<file path="config.mk">
export PLATFORM = sky130hd
export DESIGN_NAME = line_edit_erase_kill_buffer
export DESIGN_NICKNAME = d
export VERILOG_FILES = /design/src/hdl/lek_pkg.sv /design/src/hdl/line_edit_erase_kill_buffer.sv /design/src/hdl/lek_ram.sv /design/src/hdl/lek_front.sv /design/src/hdl/lek_queue.sv /design/src/hdl/lek_back.sv
export VERILOG_INCLUDE_DIRS = /design/src /design/src/hdl
export SDC_FILE = /design/constraint.sdc
export NUM_CORES = 1
export LEC_CHECK = 0
export BUFFER_PORTS_ARGS = -buffer_cell sky130_fd_sc_hd__buf_2
export CORE_MARGIN = 4
export CORE_UTILIZATION = 55
export CTS_BUF_LIST = sky130_fd_sc_hd__clkbuf_8
export CTS_CLUSTER_DIAMETER = 30
export DETAILED_ROUTE_END_ITERATION = 10
export HOLD_SLACK_MARGIN = 0.12
export PLACE_DENSITY = 0.68
export REMOVE_ABC_BUFFERS = 1
export SYNTH_ARGS = -nofsm -noshare
export SYNTH_HDL_FRONTEND = slang
export SYNTH_SLANG_ARGS = --single-unit
</file>
<file path="constraint.sdc">
create_clock -name aclk -period 3.59 [get_ports aclk]
set_clock_uncertainty 0.15 [all_clocks]
set_input_delay 0.5385 -clock aclk [delete_from_list [all_inputs] [get_ports aclk]]
set_output_delay 0.5385 -clock aclk [all_outputs]
set_load 0.05 [all_outputs]
</file>
<file path="src/hdl/line_edit_erase_kill_buffer_assert.svh">
// Assertion macros for the line edit buffer
`ifndef LINE_EDIT_ERASE_KILL_BUFFER_ASSERT_SVH
`define LINE_EDIT_ERASE_KILL_BUFFER_ASSERT_SVH

// Condition holds at every clock edge out of reset
`define LEK_ASSERT_HOLDS(label, cond, msg) \
    label: assert property (@(posedge aclk) disable iff (!aresetn) (cond)) \
        else $error(msg);

// Antecedent implies consequent in the same cycle
`define LEK_ASSERT_IMPLIES(label, ante, cons, msg) \
    label: assert property (@(posedge aclk) disable iff (!aresetn) (ante) |-> (cons)) \
        else $error(msg);

`endif

</file>
<file path="src/hdl/lek_pkg.sv">
// Shared types and constants for the line edit buffer
package lek_pkg;

    localparam int DEPTH = 32;
    localparam int AW    = (DEPTH > 1) ? $clog2(DEPTH) : 1;
    localparam int CW    = $clog2(DEPTH + 1);
    localparam logic [CW-1:0] DEPTH_C = CW'(DEPTH);

    localparam int QDEPTH = 4;
    localparam int QAW    = $clog2(QDEPTH);
    localparam int QCW    = $clog2(QDEPTH + 1);

    localparam logic [7:0] ERASE_RST    = 8'd35;
    localparam logic [7:0] KILL_RST     = 8'd64;
    localparam logic [7:0] LINE_END_RST = 8'd10;

    localparam logic [1:0] CFG_ERASE    = 2'd0;
    localparam logic [1:0] CFG_KILL     = 2'd1;
    localparam logic [1:0] CFG_LINE_END = 2'd2;

    typedef enum logic [1:0] {
        OP_PUSH,
        OP_ERASE,
        OP_KILL,
        OP_FLUSH
    } op_t;

    typedef enum logic [1:0] {
        BK_IDLE,
        BK_DRAIN,
        BK_CLOSE
    } bk_state_t;

    typedef struct packed {
        op_t        op;
        logic [7:0] ch;
    } cmd_t;

    typedef struct packed {
        logic [7:0] erase_char;
        logic [7:0] kill_char;
        logic [7:0] line_end_char;
    } cfg_t;

    typedef struct packed {
        logic          draining;
        logic [CW-1:0] fill;
    } bk_stat_t;

endpackage

</file>
<file path="src/hdl/line_edit_erase_kill_buffer.sv">
// Line editor with erase and kill characters: top level
// Ordinary, erase and kill characters: one beat per cycle while the queue has
// room; each passes the four-entry command queue and is applied by the back end.
// A flush of n buffered characters gives n+1 output beats: the n characters, one
// per cycle from the line RAM read port while the output is not stalled, then the line end.
// Input stalls while a flush drains and the queue fills.
// aresetn (synchronous) restores the default codes and empties buffer and queue.
module line_edit_erase_kill_buffer import lek_pkg::*; (
    input  logic       aclk,
    input  logic       aresetn,
    input  logic       s_tvalid,
    output logic       s_tready,
    input  logic [7:0] s_tdata,   // [7:0] in_char
    input  logic       s_tuser,   // [0] end_of_text
    output logic       m_tvalid,
    input  logic       m_tready,
    output logic [7:0] m_tdata,   // [7:0] out_char
    output logic       m_tlast,   // last
    output logic       m_tuser,   // [0] dropped
    input  logic       cfg_valid,
    output logic       cfg_ready,
    input  logic [1:0] cfg_index,
    input  logic [7:0] cfg_data
);

`include "line_edit_erase_kill_buffer_assert.svh"

    logic     q_full;
    logic     q_push;
    cmd_t     q_wr_cmd;
    logic     q_pop;
    logic     q_valid;
    cmd_t     q_rd_cmd;
    cfg_t     cfg;
    bk_stat_t stat;

    lek_front u_front (
        .aclk      (aclk),
        .aresetn   (aresetn),
        .s_tvalid  (s_tvalid),
        .s_tready  (s_tready),
        .s_tdata   (s_tdata),
        .s_tuser   (s_tuser),
        .cfg_valid (cfg_valid),
        .cfg_ready (cfg_ready),
        .cfg_index (cfg_index),
        .cfg_data  (cfg_data),
        .q_full    (q_full),
        .q_push    (q_push),
        .q_cmd     (q_wr_cmd),
        .cfg       (cfg)
    );

    lek_queue u_queue (
        .aclk    (aclk),
        .aresetn (aresetn),
        .push    (q_push),
        .wr_cmd  (q_wr_cmd),
        .full    (q_full),
        .pop     (q_pop),
        .valid   (q_valid),
        .rd_cmd  (q_rd_cmd)
    );

    lek_back u_back (
        .aclk     (aclk),
        .aresetn  (aresetn),
        .q_valid  (q_valid),
        .q_cmd    (q_rd_cmd),
        .q_pop    (q_pop),
        .cfg      (cfg),
        .m_tvalid (m_tvalid),
        .m_tready (m_tready),
        .m_tdata  (m_tdata),
        .m_tlast  (m_tlast),
        .m_tuser  (m_tuser),
        .stat     (stat)
    );

    `LEK_ASSERT_HOLDS(a_fill_bound, stat.fill <= DEPTH_C, "fill count beyond depth")
    `LEK_ASSERT_IMPLIES(a_char_in_drain, m_tvalid && !m_tlast, stat.draining,
        "line character presented outside a drain")
    `LEK_ASSERT_IMPLIES(a_drain_clears, $fell(stat.draining), stat.fill == '0,
        "buffer not empty after line drain")

endmodule

</file>
<file path="src/hdl/lek_ram.sv">
// Generic single write port RAM with registered read
module lek_ram #(
    parameter int WIDTH = 8,
    parameter int DEPTH = 32
) (
    input  logic                                   aclk,
    input  logic                                   we,
    input  logic [((DEPTH > 1) ? $clog2(DEPTH) : 1)-1:0] waddr,
    input  logic [WIDTH-1:0]                       wdata,
    input  logic                                   re,
    input  logic [((DEPTH > 1) ? $clog2(DEPTH) : 1)-1:0] raddr,
    output logic [WIDTH-1:0]                       rdata
);

    logic [WIDTH-1:0] mem [DEPTH];

    always_ff @(posedge aclk) begin
        if (we) begin
            mem[waddr] <= wdata;
        end
        if (re) begin
            rdata <= mem[raddr];
        end
    end

endmodule

</file>
<file path="src/hdl/lek_front.sv">
// Front end: config registers, input beat acceptance and classification
module lek_front import lek_pkg::*; (
    input  logic       aclk,
    input  logic       aresetn,
    input  logic       s_tvalid,
    output logic       s_tready,
    input  logic [7:0] s_tdata,   // [7:0] in_char
    input  logic       s_tuser,   // [0] end_of_text
    input  logic       cfg_valid,
    output logic       cfg_ready,
    input  logic [1:0] cfg_index,
    input  logic [7:0] cfg_data,
    input  logic       q_full,
    output logic       q_push,
    output cmd_t       q_cmd,
    output cfg_t       cfg
);

    cfg_t cfg_reg;
    cfg_t cfg_next;

    always_comb begin
        cfg_next = cfg_reg;
        if (cfg_valid) begin
            case (cfg_index)
                CFG_ERASE:    cfg_next.erase_char    = cfg_data;
                CFG_KILL:     cfg_next.kill_char     = cfg_data;
                CFG_LINE_END: cfg_next.line_end_char = cfg_data;
                default:      cfg_next = cfg_reg;
            endcase
        end
    end

    always_ff @(posedge aclk) begin
        if (!aresetn) begin
            cfg_reg.erase_char    <= ERASE_RST;
            cfg_reg.kill_char     <= KILL_RST;
            cfg_reg.line_end_char <= LINE_END_RST;
        end else begin
            cfg_reg <= cfg_next;
        end
    end

    assign cfg_ready = 1'b1;
    assign cfg       = cfg_reg;

    // line end wins over erase, erase over kill
    always_comb begin
        q_cmd.ch = s_tdata;
        if (s_tuser || s_tdata == cfg_reg.line_end_char) begin
            q_cmd.op = OP_FLUSH;
        end else if (s_tdata == cfg_reg.erase_char) begin
            q_cmd.op = OP_ERASE;
        end else if (s_tdata == cfg_reg.kill_char) begin
            q_cmd.op = OP_KILL;
        end else begin
            q_cmd.op = OP_PUSH;
        end
    end

    assign s_tready = !q_full;
    assign q_push   = s_tvalid && !q_full;

endmodule

</file>
<file path="src/hdl/lek_queue.sv">
// Short command queue between front and back ends
module lek_queue import lek_pkg::*; (
    input  logic aclk,
    input  logic aresetn,
    input  logic push,
    input  cmd_t wr_cmd,
    output logic full,
    input  logic pop,
    output logic valid,
    output cmd_t rd_cmd
);

    cmd_t             entry_reg [QDEPTH];
    logic [QAW-1:0]   wr_ptr_reg;
    logic [QAW-1:0]   wr_ptr_next;
    logic [QAW-1:0]   rd_ptr_reg;
    logic [QAW-1:0]   rd_ptr_next;
    logic [QCW-1:0]   count_reg;
    logic [QCW-1:0]   count_next;
    logic             do_pop;

    assign full   = (count_reg == QCW'(QDEPTH));
    assign valid  = (count_reg != '0);
    assign rd_cmd = entry_reg[rd_ptr_reg];
    assign do_pop = pop && valid;

    always_comb begin
        wr_ptr_next = push ? wr_ptr_reg + 1'b1 : wr_ptr_reg;
        rd_ptr_next = do_pop ? rd_ptr_reg + 1'b1 : rd_ptr_reg;
        count_next  = count_reg;
        if (push && !do_pop) begin
            count_next = count_reg + 1'b1;
        end else if (!push && do_pop) begin
            count_next = count_reg - 1'b1;
        end
    end

    always_ff @(posedge aclk) begin
        if (!aresetn) begin
            wr_ptr_reg <= '0;
            rd_ptr_reg <= '0;
            count_reg  <= '0;
        end else begin
            wr_ptr_reg <= wr_ptr_next;
            rd_ptr_reg <= rd_ptr_next;
            count_reg  <= count_next;
        end
    end

    always_ff @(posedge aclk) begin
        if (push) begin
            entry_reg[wr_ptr_reg] <= wr_cmd;
        end
    end

endmodule

</file>
<file path="src/hdl/lek_back.sv">
// Back end: line stack, overflow flag and line drain to the output register
module lek_back import lek_pkg::*; (
    input  logic       aclk,
    input  logic       aresetn,
    input  logic       q_valid,
    input  cmd_t       q_cmd,
    output logic       q_pop,
    input  cfg_t       cfg,
    output logic       m_tvalid,
    input  logic       m_tready,
    output logic [7:0] m_tdata,   // [7:0] out_char
    output logic       m_tlast,   // last
    output logic       m_tuser,   // [0] dropped
    output bk_stat_t   stat
);

    bk_state_t     state_reg, state_next;
    logic [CW-1:0] fill_reg, fill_next;
    logic          ovf_reg, ovf_next;
    logic [CW-1:0] rd_idx_reg, rd_idx_next;
    logic          rv_reg, rv_next;

    logic          out_valid_reg, out_valid_next;
    logic [7:0]    out_char_reg, out_char_next;
    logic          out_last_reg, out_last_next;
    logic          out_drop_reg, out_drop_next;

    logic          out_free;
    logic          consume;
    logic          issue;
    logic          ram_we;
    logic          ram_re;
    logic [7:0]    ram_rdata;

    lek_ram #(
        .WIDTH (8),
        .DEPTH (DEPTH)
    ) u_line_ram (
        .aclk  (aclk),
        .we    (ram_we),
        .waddr (fill_reg[AW-1:0]),
        .wdata (q_cmd.ch),
        .re    (ram_re),
        .raddr (rd_idx_reg[AW-1:0]),
        .rdata (ram_rdata)
    );

    assign out_free = !out_valid_reg || m_tready;
    // rv_reg: ram_rdata holds a character not yet moved to the output register
    assign consume  = (state_reg == BK_DRAIN) && rv_reg && out_free;
    assign issue    = (state_reg == BK_DRAIN) && (rd_idx_reg != fill_reg)
                      && (!rv_reg || consume);

    always_comb begin
        state_next     = state_reg;
        fill_next      = fill_reg;
        ovf_next       = ovf_reg;
        rd_idx_next    = rd_idx_reg;
        rv_next        = rv_reg;
        q_pop          = 1'b0;
        ram_we         = 1'b0;
        ram_re         = issue;
        out_valid_next = out_valid_reg && !m_tready;
        out_char_next  = out_char_reg;
        out_last_next  = out_last_reg;
        out_drop_next  = out_drop_reg;

        case (state_reg)
            BK_IDLE: begin
                if (q_valid) begin
                    q_pop = 1'b1;
                    case (q_cmd.op)
                        OP_PUSH: begin
                            if (fill_reg < DEPTH_C) begin
                                ram_we    = 1'b1;
                                fill_next = fill_reg + 1'b1;
                            end else begin
                                ovf_next = 1'b1;
                            end
                        end
                        OP_ERASE: begin
                            if (fill_reg != '0) begin
                                fill_next = fill_reg - 1'b1;
                            end
                        end
                        OP_KILL: begin
                            fill_next = '0;
                        end
                        OP_FLUSH: begin
                            state_next  = BK_DRAIN;
                            rd_idx_next = '0;
                            rv_next     = 1'b0;
                        end
                        default: begin
                            state_next = BK_IDLE;
                        end
                    endcase
                end
            end
            BK_DRAIN: begin
                if (consume) begin
                    out_valid_next = 1'b1;
                    out_char_next  = ram_rdata;
                    out_last_next  = 1'b0;
                    out_drop_next  = ovf_reg;
                end
                if (issue) begin
                    rd_idx_next = rd_idx_reg + 1'b1;
                end
                rv_next = issue || (rv_reg && !consume);
                if (rd_idx_reg == fill_reg && (!rv_reg || consume)) begin
                    state_next = BK_CLOSE;
                end
            end
            BK_CLOSE: begin
                if (out_free) begin
                    out_valid_next = 1'b1;
                    out_char_next  = cfg.line_end_char;
                    out_last_next  = 1'b1;
                    out_drop_next  = ovf_reg;
                    fill_next      = '0;
                    ovf_next       = 1'b0;
                    state_next     = BK_IDLE;
                end
            end
            default: begin
                state_next = BK_IDLE;
            end
        endcase
    end

    always_ff @(posedge aclk) begin
        if (!aresetn) begin
            state_reg     <= BK_IDLE;
            fill_reg      <= '0;
            ovf_reg       <= 1'b0;
            rd_idx_reg    <= '0;
            rv_reg        <= 1'b0;
            out_valid_reg <= 1'b0;
        end else begin
            state_reg     <= state_next;
            fill_reg      <= fill_next;
            ovf_reg       <= ovf_next;
            rd_idx_reg    <= rd_idx_next;
            rv_reg        <= rv_next;
            out_valid_reg <= out_valid_next;
        end
    end

    always_ff @(posedge aclk) begin
        out_char_reg <= out_char_next;
        out_last_reg <= out_last_next;
        out_drop_reg <= out_drop_next;
    end

    assign m_tvalid      = out_valid_reg;
    assign m_tdata       = out_char_reg;
    assign m_tlast       = out_last_reg;
    assign m_tuser       = out_drop_reg;
    assign stat.draining = (state_reg != BK_IDLE);
    assign stat.fill     = fill_reg;

endmodule
</file>
==> flow_summary.toml <==
[timing]
slew_headroom = 0.4731
setup_viol = 0
rsz0062_at_grt = "no"
setup_tns_ps = 0
tightest_slew_ps = 790.3
min_period_over_period = 0.8328
fmax_mhz = 334.5
hold_violations = 0
fin_crit_ps = 2990
slew_viol_final = 0

[clocking]
clk_pin_slew_worst_paths_ps = 60
max-clock-path-buffers = 3
cts_tree = "done"
cts.sinks = 364
htreeDepth = 3
cts-root-buf = "clkbuf_8"
cts_resized = 0
clkLatencyLatePin_ps = 590
cts_buffers = 73
postCtsSetupBuffers = 0

[route]
dr.pass1.iters = 5
drtIter0Drc = 681
wl_met1_um = 13660
avgRoutedWirePerCell_um = 23.85
wl_met3_um = 2013
viasPerCell = 5.904
ant_nets = 0
via_count = 7876
routed.top_layer = "met4"
drc = 0
met2WireLength_um = 14800
drt-total-wl_um = 31810

[die]
design.core.area_um2 = 26280
num_rows = 59
pin_count = 37
die_area_um2 = 29670
die_w_um = 172.2
fp.dieH_um = 172.2
initial_core_util = 0.5646

[finish]
multi_input_area_um2 = 4169
fill_cells = 1750
stdcell_area_um2 = 17230
layout.nets = 977
seq_area_um2 = 10440
final_core_util = 0.6557
drive_above_1_share = 0.3093
antenna_cells = 0
largest_reg_flops = 256
area_growth_pct = 16.14

[setup_path]
cp-end-kind = "flop"
critPathSlowestCell = "mux4_2"
rrSetupSlack_ps = 600
worstSetupPathType = "reg -> reg"
path_cells = "mux4_2 > nor2b_4 > xor2_1 > ha_1 > nor2_1 > mux2_4 > a211o_1 > a311oi_1"
cp_max_fo = 10
cp.arrival_ps = 3310
max_stage_delay_ps = 660
required_ps = 3910
start_kind = "flop"

[synth]
synthesis.area_um2 = 14840
synth_edf_count = 314
yosysUniqueCellTypes = 65
yosysSeqAreaShare = 0.7030
syn_inst = 813
avgSynthCellArea_um2 = 18.25
synth-seq-cells = 364
async_flop_share = 0
synthFlopType = "edfxtp_1"
ys.warnings.count = 0

[outcome]
status = "finished, final reports clean"

[global_routing]
grt_start_max_net_pins = 45
track_usage = 0.2211
antenna_found_initial = 0
grt_pass1_vias = 8224
grt_pass1_wl_um = 48650
gr-total-overflow = 0

[placed_design]
placed_area_um2 = 15610
place_congestion = 0.8972
dp_hpwl_um = 20070
io_buffers = 35

[power]
p_leak_nw = 5.915
power_density_nw_per_um2 = 689.7
vdd.ir_drop.worst_mv = 0.4205

[worst_hold_path]
hp-class = "in -> reg"

[run]
maxCapViolCount = 0
-- Yosys cell counts, drive strengths merged (2+ instances only) --
cell type	count	share of area
a31oi	2	0.00084
nor3	3	0.0010
mux2	19	0.015
o21ai	10	0.0034
nor2b	4	0.0022
clkbuf	15	0.0038
nand2	23	0.0058
o22ai	2	0.00084
xnor2	14	0.0083
nand2b	4	0.0017
and3	4	0.0017
nand3	7	0.0024
a2bb2oi	2	0.0012
xor2	25	0.015
and2	4	0.0017
a21oi	16	0.0054
o31ai	3	0.0019
nor3b	2	0.0010
mux4	90	0.14
ha	13	0.011
a21o	2	0.0010
nand3b	4	0.0020
nand4	3	0.0013
inv	15	0.0038
buf	25	0.0082
nor4	5	0.0021
dfxtp	50	0.067
a211o	2	0.0012
a32oi	2	0.0017
a2111oi	3	0.0019
mux2i	30	0.020
edfxtp	314	0.64
nor2	71	0.018
a41oi	2	0.0024
or3	5	0.0024
-- area by class of cell --
cell class | instances | area share
multi-input combinational | 393 | 0.2419
sequential | 364 | 0.6056
clock buffer | 78 | 0.06230
inverter | 16 | 0.003485
timing repair buffer | 91 | 0.03689
clock inverter | 57 | 0.02549
tap | 335 | 0.02432
-- critical path: cells and delay by family, from the launching register on --
family	cells	cell delay [ps]
and+or+nand+nor	2	390
muxes	2	950
xor gates and xnor gates	1	200
AOI/OAI and AO/OA	2	530
DFF	1	440
adders and majority gates	1	220
-- per-layer routing --
layer  vias up  GRT usage
met5         -          0
met2       279     0.3327
met4         0    0.09945
met3        73    0.04550
met1      4026     0.3178
li1       3498          -
-- kinds of logic (layout without fill, tap and decap cells) --
kind of cell,after synthesis,count (layout),share of synthesized area
adders and majority gates,14,14,0.01231
buffers and inverters,56,242,0.01602
xor gates and xnor gates,39,39,0.02302
AOI/OAI and AO/OA,57,57,0.02842
other,1,1,0.0002528
and+or+nand+nor,143,143,0.04545
muxes,139,139,0.1715
DFF,364,364,0.7030
-- repair_timing --
| item | in CTS | in global routing |
|---|---|---|
| endpoints found under the setup margin | 0 | 0 |
| hold buffers | 11 | 0 |
| hold endpoints to repair | 29 | 0 |
-- final timing paths --
| check | from | to | depth (start not counted) |
|---|---|---|---|
| worst max register to register | flop | u_back.fill_reg[2]$_SDFFE_PN0P_ | 8 |
| worst max-delay path | flop | u_back.fill_reg[2]$_SDFFE_PN0P_ | 8 |
| worst min register to register | u_back.ovf_reg$_SDFFE_PN0P_ | u_back.m_tuser$_DFFE_PP_ | 0 |
| worst min-delay path | s_tdata[2] | u_queue.entry_reg[0][2]$_DFFE_PP_ | 1 |
-- where the power goes --
group,switching [mW],leakage (nW),total (mW),internal [mW]
logic,1.50,1.84,2.20,0.698
clock network,1.76,0.831,4.24,2.47
registers,0.176,3.24,5.45,5.27
total,3.44,5.91,11.9,8.45
-- placed cells by master, fill, tap and decap left out, drive strengths merged, types with 14 or more instances in the layout --
| master | n |
|---|---|
| nor2 | 71 |
| clkinv | 20 |
| edfxtp | 314 |
| buf | 80 |
| dfxtp | 50 |
| a21oi | 16 |
| xor2 | 25 |
| mux2i | 30 |
| mux2 | 19 |
| nand2 | 23 |
| mux4 | 90 |
| clkbuf | 78 |
| xnor2 | 14 |
| inv | 39 |
-- through the flow --
stage / std cells / hold slack, ps / setup WS [ps] / power, mW
floorplan: 773 / 273.8 / -1027 / 6.939
global placement: 1188 / 298.3 / 761.5 / 7.609
detailed placement: 1188 / 313.4 / 652.3 / 7.701
CTS: 1334 / 121.0 / 610.8 / 11.96
global route: 1334 / 122.8 / 413.3 / 12.40
finish: 1334 / 139.1 / 600.1 / 11.89
No activity file was read; power rests on OpenSTA's default activity.
